`config.mk`:
```
export PLATFORM = sky130hd
export DESIGN_NAME = tsolve_ram
export DESIGN_NICKNAME = d
export VERILOG_FILES = /design/src/tsolve_ram.sv
export SDC_FILE = /design/constraint.sdc
export NUM_CORES = 2
export LEC_CHECK = 0
export ABC_AREA = 1
export BUFFER_PORTS_ARGS = -buffer_cell sky130_fd_sc_hd__buf_4
export CAP_MARGIN = 20
export CELL_PAD_IN_SITES_DETAIL_PLACEMENT = 2
export CELL_PAD_IN_SITES_GLOBAL_PLACEMENT = 2
export CORE_AREA = 3 3 438 484
export CTS_CLUSTER_SIZE = 28
export DETAILED_ROUTE_END_ITERATION = 10
export DIE_AREA = 0 0 441 487
export PLACE_DENSITY_LB_ADDON = 0.1
export SLEW_MARGIN = 15
export SYNTH_ARGS = -nofsm -noshare
export SYNTH_HDL_FRONTEND = slang
export SYNTH_SLANG_ARGS = --single-unit
```
`constraint.sdc`:
```
create_clock -name clk -period 5 [get_ports clk]
set_clock_uncertainty 0.2 [all_clocks]
set_input_delay 1 -clock clk [delete_from_list [all_inputs] [get_ports clk]]
set_output_delay 1 -clock clk [all_outputs]
set_load 0.05 [all_outputs]
```
`src/tsolve_ram.sv`:
```
// Generic single-write, single-read RAM with registered read data.
module tsolve_ram #(
    parameter int WIDTH = 32,
    parameter int DEPTH = 64
) (
    input  logic                     clk,
    input  logic                     we,
    input  logic [$clog2(DEPTH)-1:0] waddr,
    input  logic [WIDTH-1:0]         wdata,
    input  logic [$clog2(DEPTH)-1:0] raddr,
    output logic [WIDTH-1:0]         rdata
);

    logic [WIDTH-1:0] mem [DEPTH];

    always_ff @(posedge clk)
    begin
        if (we)
        begin
            mem[waddr] <= wdata;
        end
        rdata <= mem[raddr];
    end

endmodule

```
Word level (Yosys, flattened, before mapping)
Memory sizes are Yosys's and may differ from the RTL's. A register that Yosys moved wholly into a read port is not among the register bits.
Index checks and enable logic that the tools add are counted.
- register bits: 0
- memory bits (writable): 2048
- input port bits: 46
- output and inout bits: 32
- memories kept: 1
- muxes and demuxes: 2
- memory list (name ; words ; bits a word ; rd ports ; clocked after memory_dff ; write ports ; RTL line ; source):
    mem ; 64 ; 32 ; 1 ; 1 ; 1 ; 14 ; logic [WIDTH-1:0] mem [DEPTH];
- operators with widths (kind ; number):
    $mux 1 ; 2

Longest topological paths before layout
- depth after elaboration: 2
- gate-level depth with buffers: 13

Worst setup path before layout
OpenSTA, ideal clock, no wires.
- path kind: input port to flip-flop
- from: input port we
- to: memory mem[48][0] (enable)
- arrival: 4.628 ns
- data required time: 4.298 ns
- setup slack: -0.330 ns
- stages: 3
- cells stage by stage: clkbuf_1 > nand4_1 > nor4_1
- word-level cells in the longest chain between the ends: 2
- RTL lines (element ; RTL line ; source):
    start, declared ; 7 ; input logic we,
    $mux 1 ; 18 ; if (we)
    $mux 1 (not written as such) ; 20 ; mem[waddr] <= wdata;
    end, declared ; 14 ;
No other way between the ends.

==> flow_summary.yaml <==
floorplanning:
  die_area_um2: 215000
  row_count: 175
  start_util: 0.400
  die_x_um: 441
  fp.coreArea_um2: 207000
  die_h_um: 487
  ios: 78
pwr:
  p_leak_nw: 33.3
  p_seq_frac: 0.501
  p_clk_frac: 0.433
  swShare: 0.235
  power_switching_w: 0.00912
  peakVddDrop_uv: 296
  comb_power_share: 0.066
  pwr_density_cell_nw_per_um2: 409
  p_int_w: 0.0297
  power_w: 0.0388
clock_tree:
  numCtsBuffers: 219
  cts-root-buf: "clkbuf_16"
  post-cts-setup-buffers: 0
  clk_path_buf_depth: 3
  cts.reportedPaths.clkPinSlew_ps: 60
  clock_sinks: 2080
  h-tree-depth: 4
  cts_tree: "built"
  clkLatencyLatePin_ps: 860
  cts_hold_buf: 0
  cts-resized-gates: 0
final_layout:
  syn_to_final_growth_pct: 14.8
  nets: 6906
  utilization: 0.459
  design_area_um2: 95000
  layout_common_cells: "nand2_1, edfxtp_1, nand3_1, buf_4, clkbuf_16"
  drive_above_1_share: 0.101
  final_common_cell: "nand2_1"
critical_path:
  start_kind: "input pin"
  ff2ff_path_depth: 8
  required_ps: 5590
  crit_path_top_delay_cell: "buf_12"
  cp_cell_sequence: "buf_8 > buf_12 > buf_4 > nand2_1 > nand3_1 > nand3_1 > nand3_1 > nand3_1 > nand2_1 > nand2_1 > nand2_1"
  critPathMaxStageDelay_ps: 450
  critPathMaxFanout: 101
  cp.arrival_ps: 3880
  critPathKind: "input pin to flip-flop"
  endpoint_kind: "flip-flop"
synth:
  syn_nets: 6815
  synth_area_um2: 82700
  synth-seq-cells: 2080
  netlist_instances: 6769
  yosysSeqAreaShare: 0.751
  synth_cell_types: 16
  ys_warn_count: 0
  syn_area_per_cell_um2: 12.2
placement:
  place_ws_ps: 960
  dpl_cell_area_um2: 87600
  place.gp.congestion: 0.784
  hpwlAfterDp_um: 178000
  io_buffers: 77
worst_hold_path:
  whs_path_depth: 3
  hold_path_class: "input pin to flip-flop"
timing:
  setup_viol: 0
  slew_headroom: 0.327
  fin_setup_tns_ps: 0
  setup_ws_ps: 1710
  rsz0062_at_grt: "false"
  slew_violations: 0
  tightest_slew_ps: 1010
  period_share: 0.658
  fin_crit_ps: 3290
  finalHoldViolCount: 0
  fmax_ghz: 0.304
drt:
  drc: 0
  wire_per_inst_um: 31.9
  vias: 57102
  drt-vias-per-instance: 5.82
  ant_nets: 0
  dr.pass1.iters: 5
  drt_iter0_markers: 5137
  wl_um: 313000
job:
  cap_violations: 0
global_route:
  first_global_vias: 61815
  grt_usage: 0.291
  grt_start_max_net_pins: 126
  grt-ovfl-total: 0
  antenna_found_initial: 9
  grt_pass1_wl_um: 449000
run_status:
  status: "complete, no violations"
==> power by group through the flow <==
stage,logic (W),clock network [W],registers [W]
2_1_floorplan,0.00119,0,0.0198
3_3_place_gp,0.00250,0,0.0198
3_5_place_dp,0.00257,0,0.0198
4_1_cts,0.00260,0.0171,0.0194
5_1_grt,0.00278,0.0177,0.0194
6_report,0.00257,0.0168,0.0194
==> routing by layer <==
| metal | global-route usage | share of wire | vias up |
|---|---|---|---|
| li1 | - | - | 24363 |
| met1 | 0.373 | 0.41 | 30728 |
| met2 | 0.508 | 0.51 | 1548 |
| met3 | 0.0304 | 0.042 | 461 |
| met4 | 0.109 | 0.041 | 2 |
| met5 | 0 | 0.000042 | - |
==> cells in the mapped netlist (all sizes together) <==
| library cell | number | share of area |
|---|---|---|
| buf | 372 | 0.024 |
| clkbuf | 77 | 0.0035 |
| dfxtp | 32 | 0.0077 |
| edfxtp | 2048 | 0.74 |
| inv | 12 | 0.00057 |
| nand2 | 2248 | 0.10 |
| nand3 | 1907 | 0.12 |
| nand4 | 9 | 0.00068 |
| nor2 | 56 | 0.0025 |
| nor4 | 8 | 0.00060 |
==> cell type report <==
type | count | area [um2]
clock inverters | 121 | 1200
well taps | 2743 | 3430
multi-input cells | 4228 | 18800
repair buffers | 319 | 3200
diodes | 6 | 15.0
flip-flops and latches | 2080 | 62100
clock buffers | 298 | 6140
inverters | 12 | 83.8
fillers | 20272 | 112000
==> path summary, 6_finish.rpt <==
kind	endpoint	slack (ps)	from
setup / recovery	rdata[12]	1710	raddr[0]
hold / removal	rdata[1]	420	raddr[5]
setup reg to reg	rdata[12]	2980	mem[54][12]
hold reg to reg	rdata[29]	630	mem[6][29]
==> worst max-delay path: cells and delay by family <==
kind                   cells  cell delay, ps
AND/OR/NAND/NOR            8            1390
buffers and inverters      3            1250
==> logic make-up (layout without fill, tap and decap cells) <==
family / Yosys count / after routing / synth area share
buf+inv: 461 / 750 / 0.0278
flops: 2080 / 2080 / 0.751
simple gates: 4228 / 4228 / 0.221
other cells: 0 / 6 / 0
==> flip-flops by register name (all words and copies together) (netlist names) <==
name   cells
mem     2048
rdata     32
==> through the flow <==
stage / cells / hold slack [ps]
after CTS: 9801 / 345
after detailed placement: 9382 / 615
after global placement: 9382 / 593
after global routing: 9802 / 377
final: 9807 / 421
after floorplan: 6769 / 521
Power figures use the tool's default switching activity.
