==> config.mk <==
export PLATFORM = sky130hd
export DESIGN_NAME = tsolve_div
export DESIGN_NICKNAME = d
export VERILOG_FILES = /design/src/tsolve_pkg.sv /design/src/tsolve_div.sv
export SDC_FILE = /design/constraint.sdc
export NUM_CORES = 1
export LEC_CHECK = 0
export ABC_CLOCK_PERIOD_IN_PS = 16350
export BUFFER_PORTS_ARGS = -buffer_cell sky130_fd_sc_hd__buf_4
export CORE_ASPECT_RATIO = 1.4
export CORE_MARGIN = 5
export CORE_UTILIZATION = 62
export CTS_BUF_LIST = sky130_fd_sc_hd__clkbuf_8
export DETAILED_ROUTE_END_ITERATION = 10
export GPL_ROUTABILITY_DRIVEN = 0
export PLACE_DENSITY = 0.88
export SETUP_SLACK_MARGIN = 0.4
export SYNTH_ARGS = -nofsm -noshare
export SYNTH_HDL_FRONTEND = slang
export SYNTH_SLANG_ARGS = --single-unit
==> constraint.sdc <==
create_clock -name clk -period 16.35 [get_ports clk]
set_input_delay 1.635 -clock clk [delete_from_list [all_inputs] [get_ports clk]]
set_output_delay 1.635 -clock clk [all_outputs]
set_load 0.01 [all_outputs]
==> src/tsolve_pkg.sv <==
// Shared types, constants and saturating helpers of the tridiagonal solver.
package tsolve_pkg;

    localparam int DATA_W = 32;
    localparam int IDX_W  = 6;

    localparam logic REG_PERIODIC = 1'b0;

    typedef enum logic [4:0] {
        ST_IDLE,
        ST_FMUL_S,
        ST_FMUL_R,
        ST_FMUL_C,
        ST_FN2,
        ST_DIV_GO,
        ST_DIV_WAIT,
        ST_EMIT,
        ST_BREAD,
        ST_BMUL,
        ST_BSUM,
        ST_PFIX,
        ST_PREAD,
        ST_PMUL_R,
        ST_PMUL_C,
        ST_PWRITE,
        ST_PW_M1,
        ST_PW_M2,
        ST_PW_M3,
        ST_PW_M4,
        ST_PW_N
    } state_t;

    typedef struct packed {
        logic done;
        logic dzero;
    } div_status_t;

    function automatic logic signed [31:0] sat32(input logic signed [63:0] v);
        logic signed [31:0] r;
        begin
            if (v > 64'sd2147483647)
                r = 32'sh7fffffff;
            else if (v < -64'sd2147483648)
                r = 32'sh80000000;
            else
                r = v[31:0];
            return r;
        end
    endfunction

    function automatic logic signed [31:0] qadd(input logic signed [31:0] a,
                                                input logic signed [31:0] b);
        return sat32(64'(a) + 64'(b));
    endfunction

    function automatic logic signed [31:0] qsub(input logic signed [31:0] a,
                                                input logic signed [31:0] b);
        return sat32(64'(a) - 64'(b));
    endfunction

endpackage

==> src/tsolve_div.sv <==
// Three-lane bit-serial fixed-point divider sharing one divisor.
module tsolve_div #(
    parameter int FRAC_BITS = 16
) (
    input  logic                     clk,
    input  logic                     rst_n,
    input  logic                     start,
    input  logic signed [31:0]       num [3],
    input  logic signed [31:0]       den,
    output logic signed [31:0]       quo [3],
    output tsolve_pkg::div_status_t  status
);

    localparam int QW = 32 + FRAC_BITS;
    localparam int CW = $clog2(QW + 1);
    localparam logic [QW-1:0] LIM_POS = QW'(64'h7fffffff);
    localparam logic [QW-1:0] LIM_NEG = QW'(64'h80000000);

    logic                busy_reg;
    logic [CW-1:0]       cnt_reg;
    logic [31:0]         dv_reg;
    logic                neg_reg [3];
    logic [31:0]         rem_reg [3];
    logic [QW-1:0]       sh_reg [3];
    logic signed [31:0]  quo_reg [3];
    logic                done_reg;
    logic                dz_reg;

    logic [32:0]         trial [3];
    logic                qbit [3];

    always_comb
    begin
        for (int k = 0; k < 3; k++)
        begin
            trial[k] = {rem_reg[k], sh_reg[k][QW-1]};
            qbit[k]  = trial[k] >= {1'b0, dv_reg};
        end
    end

    always_ff @(posedge clk or negedge rst_n)
    begin
        if (!rst_n)
        begin
            busy_reg <= 1'b0;
            cnt_reg  <= '0;
            done_reg <= 1'b0;
            dz_reg   <= 1'b0;
        end
        else
        begin
            done_reg <= 1'b0;
            if (start)
            begin
                if (den == 32'sd0)
                begin
                    done_reg <= 1'b1;
                    dz_reg   <= 1'b1;
                    for (int k = 0; k < 3; k++)
                    begin
                        quo_reg[k] <= 32'sd0;
                    end
                end
                else
                begin
                    busy_reg <= 1'b1;
                    dz_reg   <= 1'b0;
                    cnt_reg  <= CW'(QW);
                    dv_reg   <= den[31] ? 32'(-den) : 32'(den);
                    for (int k = 0; k < 3; k++)
                    begin
                        neg_reg[k] <= num[k][31] ^ den[31];
                        rem_reg[k] <= '0;
                        sh_reg[k]  <= QW'(num[k][31] ? 32'(-num[k]) : 32'(num[k]))
                                      << FRAC_BITS;
                    end
                end
            end
            else if (busy_reg)
            begin
                if (cnt_reg != '0)
                begin
                    cnt_reg <= cnt_reg - 1'b1;
                    for (int k = 0; k < 3; k++)
                    begin
                        rem_reg[k] <= qbit[k] ? 32'(trial[k] - {1'b0, dv_reg})
                                              : trial[k][31:0];
                        sh_reg[k]  <= {sh_reg[k][QW-2:0], qbit[k]};
                    end
                end
                else
                begin
                    busy_reg <= 1'b0;
                    done_reg <= 1'b1;
                    for (int k = 0; k < 3; k++)
                    begin
                        if (neg_reg[k])
                            quo_reg[k] <= (sh_reg[k] > LIM_NEG) ? 32'sh80000000
                                                                : -$signed(sh_reg[k][31:0]);
                        else
                            quo_reg[k] <= (sh_reg[k] > LIM_POS) ? 32'sh7fffffff
                                                                : $signed(sh_reg[k][31:0]);
                    end
                end
            end
        end
    end

    assign quo          = quo_reg;
    assign status.done  = done_reg;
    assign status.dzero = dz_reg;

endmodule

Word-level counts from Yosys, hierarchy flattened. Memory sizes are Yosys's and may differ from the RTL's. Index checks and enable logic that the tools add are counted.

Flip-flop bits (word level): 137. Output and inout bits: 98. Logic and storage cells: 97. Memories kept: 3. RAM bits: 243.

Add/subtract/negate cells: 11. Bitwise logic cells: 10. Muxes and demuxes: 43. Reductions and logical operators: 9. Equality and inequality tests: 3. Order comparisons: 9.

Memories: sh_reg (depth 3, width 48, rd ports 3, clocked after memory_dff 0, wr ports 3, RTL line tsolve_div.sv:24) `logic [QW-1:0] sh_reg [3];`; rem_reg (depth 3, width 32, rd ports 3, clocked after memory_dff 0, wr ports 3, RTL line tsolve_div.sv:23) `logic [31:0] rem_reg [3];`; neg_reg (depth 3, width 1, rd ports 3, clocked after memory_dff 0, wr ports 3, RTL line tsolve_div.sv:22) `logic neg_reg [3];`.

Operators with widths (count): 2-to-1 mux 32 bit (18); 2-to-1 mux 96 bit (4); negation 32 bit (7); > comparator 48 x 31 -> 1 bit, second input constant (3); > comparator 48 x 32 -> 1 bit, second input constant (3); 2-to-1 mux 48 bit (3); greater-or-equal comparator 33 x 32 -> 1 bit (3); subtractor 32 bit (3); logical NOT 32 bit (1); 2-to-1 mux 31 bit (1); 2-to-1 mux 6 bit (4); 2-to-1 mux 1 bit (13); OR 1 bit (6); AND reduction 3 bit (2); nonzero test 6 bit (1); subtractor 6 x 1 -> 6 bit, second input constant (1); inequality test 2 bit, second input constant (2); AND reduction 4 bit (1); nonzero test 2 bit (2); bitwise XOR 1 bit (3); logical AND 1 bit (2); inequality test 2 x 1 -> 1 bit, second input constant (1); NOT 1 bit (1).

Longest topological paths before layout.
Depth after elaboration: 7. Depth in mapped cells: 15. Mapped depth without buffers: 13.

Worst setup path before layout. Ideal clock, no wire load.

Path type: input to register. Start: input port den[0]. End: memory rem_reg[0][0] (enable). Data arrival time: 14.296 ns. Path slack: 1.133 ns. Library setup time: 0.921 ns. Stages: 10. Cell sequence: inv_1 > ha_1 > nand3_1 > or4_1 > nor2_1 > nand2_1 > or4_1 > nor3b_1 > nand2b_1 > a21oi_1.

RTL lines: start, declared (RTL line tsolve_div.sv:9) `input logic signed [31:0] den,`; end, declared (RTL line tsolve_div.sv:23).

==> out/qor.csv <==
stage;metric;value;unit
sta;grt_setup_unrepaired;no;
synthesis;syn_nets;2944;
synthesis;synth_seq_cells;380;
clock_tree;post_cts_buffers;0;
sta;maxSlewHeadroom;16.6;%
synthesis;synth.top_cell.area_share;44.0;%
synthesis;synth_seq_area_share;44.8;%
routing;drc;0;
placed_design;port_buffers;228;
critical_path;r2r-end;rem_reg[0][34];
synthesis;syn-cell-area;25300;sq um
synthesis;yosysMostFrequentCell;edfxtp_1;
critical_path;regToRegSetupSlack;11910;ps
clock_tree;clk_pin_slew;70;ps
global_route;grt_pass1_vias;21591;
floorplanning;ios;229;
sta;min_period_over_period;38.3;%
synthesis;synth_edf_count;371;
critical_path;r2r_cells;12;
routing;route.antenna.remaining_nets;0;
sta;setup_viol;0;
hold_path;hold_end;cnt_reg[4];
synthesis;synthArstFlopShare;2.37;%
critical_path;cp_data_arrival_time;6500;ps
sta;worst_pin_slew;1250;ps
synthesis;synthTopCellsByCount;371 x edfxtp_1, 293 x nand2_1, 270 x nor2_1;
routing;postRouteWirelength;66900;um
cells_and_area;layout.nets;3110;
global_route;grt_max_degree;129;
pwr;power.density;93.4;nW/um^2
synthesis;syn_area_per_cell;9.37;sq um
clock_tree;cts_tree;yes;
cells_and_area;final_cell_area;28700;sq um
routing;drt_iter0_markers;2560;
placed_design;post-dp-hpwl;48300;um
hold_path;min_path_cells;2;
sta;fin_skew;39.4;ps
sta;max_freq;160;MHz
hold_path;hold_path_startpoint;cnt_reg[4];
global_route;grt_pass1_wl;107000;um
floorplanning;rows;87;
floorplanning;dieArea;45100;sq um
hold_path;hold_path.class;reg -> reg;
outcome;status;complete, no violations;
floorplanning;coreArea;40400;sq um
sta;timing.final.crit_period;6270;ps
flow_run;cap_violations;0;
floorplanning;die_x;181;um
clock_tree;ctsResizeCount;0;
synthesis;ys.flop_type;edfxtp_1;
clock_tree;ctsHtreeMaxLevel;2;
cells_and_area;filler_cell_count;2848;
clock_tree;cts_buffer_depth;3;
sta;maxSlewViolCount;0;
clock_tree;clk_latency;660;ps
global_route;antenna_found_initial;4;
pwr;leakage;11.2;nW
synthesis;synthTopCellsByArea;edfxtp_1 44%, ha_1 5.2%, o21ai_0 4.4%, nand2_1 4.3%, xor2_1 4.1%;
clock_tree;cts-buffers-inserted;57;
routing;via_per_inst;6.43;
synthesis;yosysUniqueCellTypes;74;
critical_path;critPathKind;in -> reg;
clock_tree;holdBufCountCts;0;
critical_path;r2r-start;dv_reg[18];
global_route;grt_overflow;0;
synthesis;synth.yosys.warnings;0;
floorplanning;initial_utilization;62.8;%
cells_and_area;area_delta_synth_final;13.1;%
sta;tns;0;ps
critical_path;crit_path_max_fanout;80;
synthesis;yosys.area.top_type;edfxtp_1;
routing;routedWlPerCell;19.4;um
cells_and_area;largest_reg_flops;144;
routing;firstDrtPassIters;6;
pwr;ir_worst_vdd;0.0000605;V
floorplanning;die_h;249;um
critical_path;cp-startpoint;den[3];
routing;dr_total_vias;22219;
critical_path;cp.required;16580;ps
clock_tree;cts_root_buf;clkbuf_8;
global_route;grt_usage;28.2;%
cells_and_area;drive_gt1_share;13.2;%
sta;hold_viol_final;0;
placed_design;place_area;27400;sq um
critical_path;cp-start-kind;input port;
critical_path;end_kind;register;
clock_tree;cts.sinks;380;
synthesis;syn_inst;2705;
[worst max-delay path, stage by stage]
cell	delay, ps
buf_4	120
nor3_1	390
nand3_1	300
or4_1	550
nor2_1	150
nand2_1	90
or4_1	520
nor3b_1	890
nand2b_1	400
a21oi_4	330
buf_4	460
buf_4	540
[metal layers]
metal / vias to the layer above / routed length [um] / GRT usage, %
met4: 0 / 4780 / 17.8
li1: 10365 / - / -
met2: 1110 / 33300 / 49.7
met3: 298 / 4700 / 4.51
met1: 10446 / 24100 / 31.8
met5: - / 0 / 0
[layout make-up]
type	instances	area (sq um)	area share (%)
diodes	4	10.0	0.0349
inverters	85	319	1.11
clock inverters	49	480	1.68
repair buffers	246	1850	6.44
multi-input cells	2101	13200	46.0
well taps	534	668	2.33
clock buffers	57	785	2.74
flip-flops and latches	380	11400	39.7
[worst max-delay path by stage]
stage                     endpoint  slack, ps  cells after the start
detailed placement  rem_reg[0][79]       9570                     12
CTS                 rem_reg[0][42]      10270                     12
global route        rem_reg[0][79]       9840                     12
floorplan            rem_reg[0][0]       1130                     10
global placement    rem_reg[0][78]       9930                     12
finish              rem_reg[0][40]      10080                     12
[metrics by stage]
step / util [%] / total power, W / hold WS (ps) / instances / worst slack (ps)
after global placement: 67.8 / 0.00178 / 500 / 3346 / 9930
final: 71.0 / 0.00268 / 531 / 3456 / 10080
after detailed placement: 67.8 / 0.00181 / 513 / 3346 / 9570
after floorplan: - / 0.00165 / 480 / 2705 / 1130
after global routing: 71.0 / 0.00280 / 555 / 3456 / 9840
after CTS: 70.9 / 0.00268 / 531 / 3452 / 10270
[cell usage in the layout (no fill, tap or decap), types with 49 or more instances in the layout]
master	count
edfxtp_1	371
nand2_1	292
nor2_1	268
buf_4	246
o21ai_0	224
a21oi_1	178
xor2_1	120
ha_1	105
inv_1	94
xnor2_1	80
a21o_1	75
nor3_1	73
o31ai_1	58
clkbuf_8	57
or3_1	49
[cell families (layout without fill, tap and decap cells)]
logic type | count (synthesis) | count (layout) | share of synthesized area [%]
AND/OR/NAND/NOR | 1008 | 1008 | 19.4
multiplexers | 47 | 47 | 1.87
flip-flops | 380 | 380 | 44.8
XOR/XNOR | 200 | 200 | 6.91
AO/OA/AOI/OAI | 738 | 738 | 18.2
buffers and inverters | 224 | 437 | 3.39
other | 0 | 4 | 0
adder cells (fa/ha/maj) | 108 | 108 | 5.42
[power by group]
group	internal [W]	switching [W]	total (W)
Sequential	0.00115	0.0000485	0.00120
Combinational	0.000243	0.000370	0.000613
Clock	0.000475	0.000393	0.000868
Power figures use the tool's default switching activity.
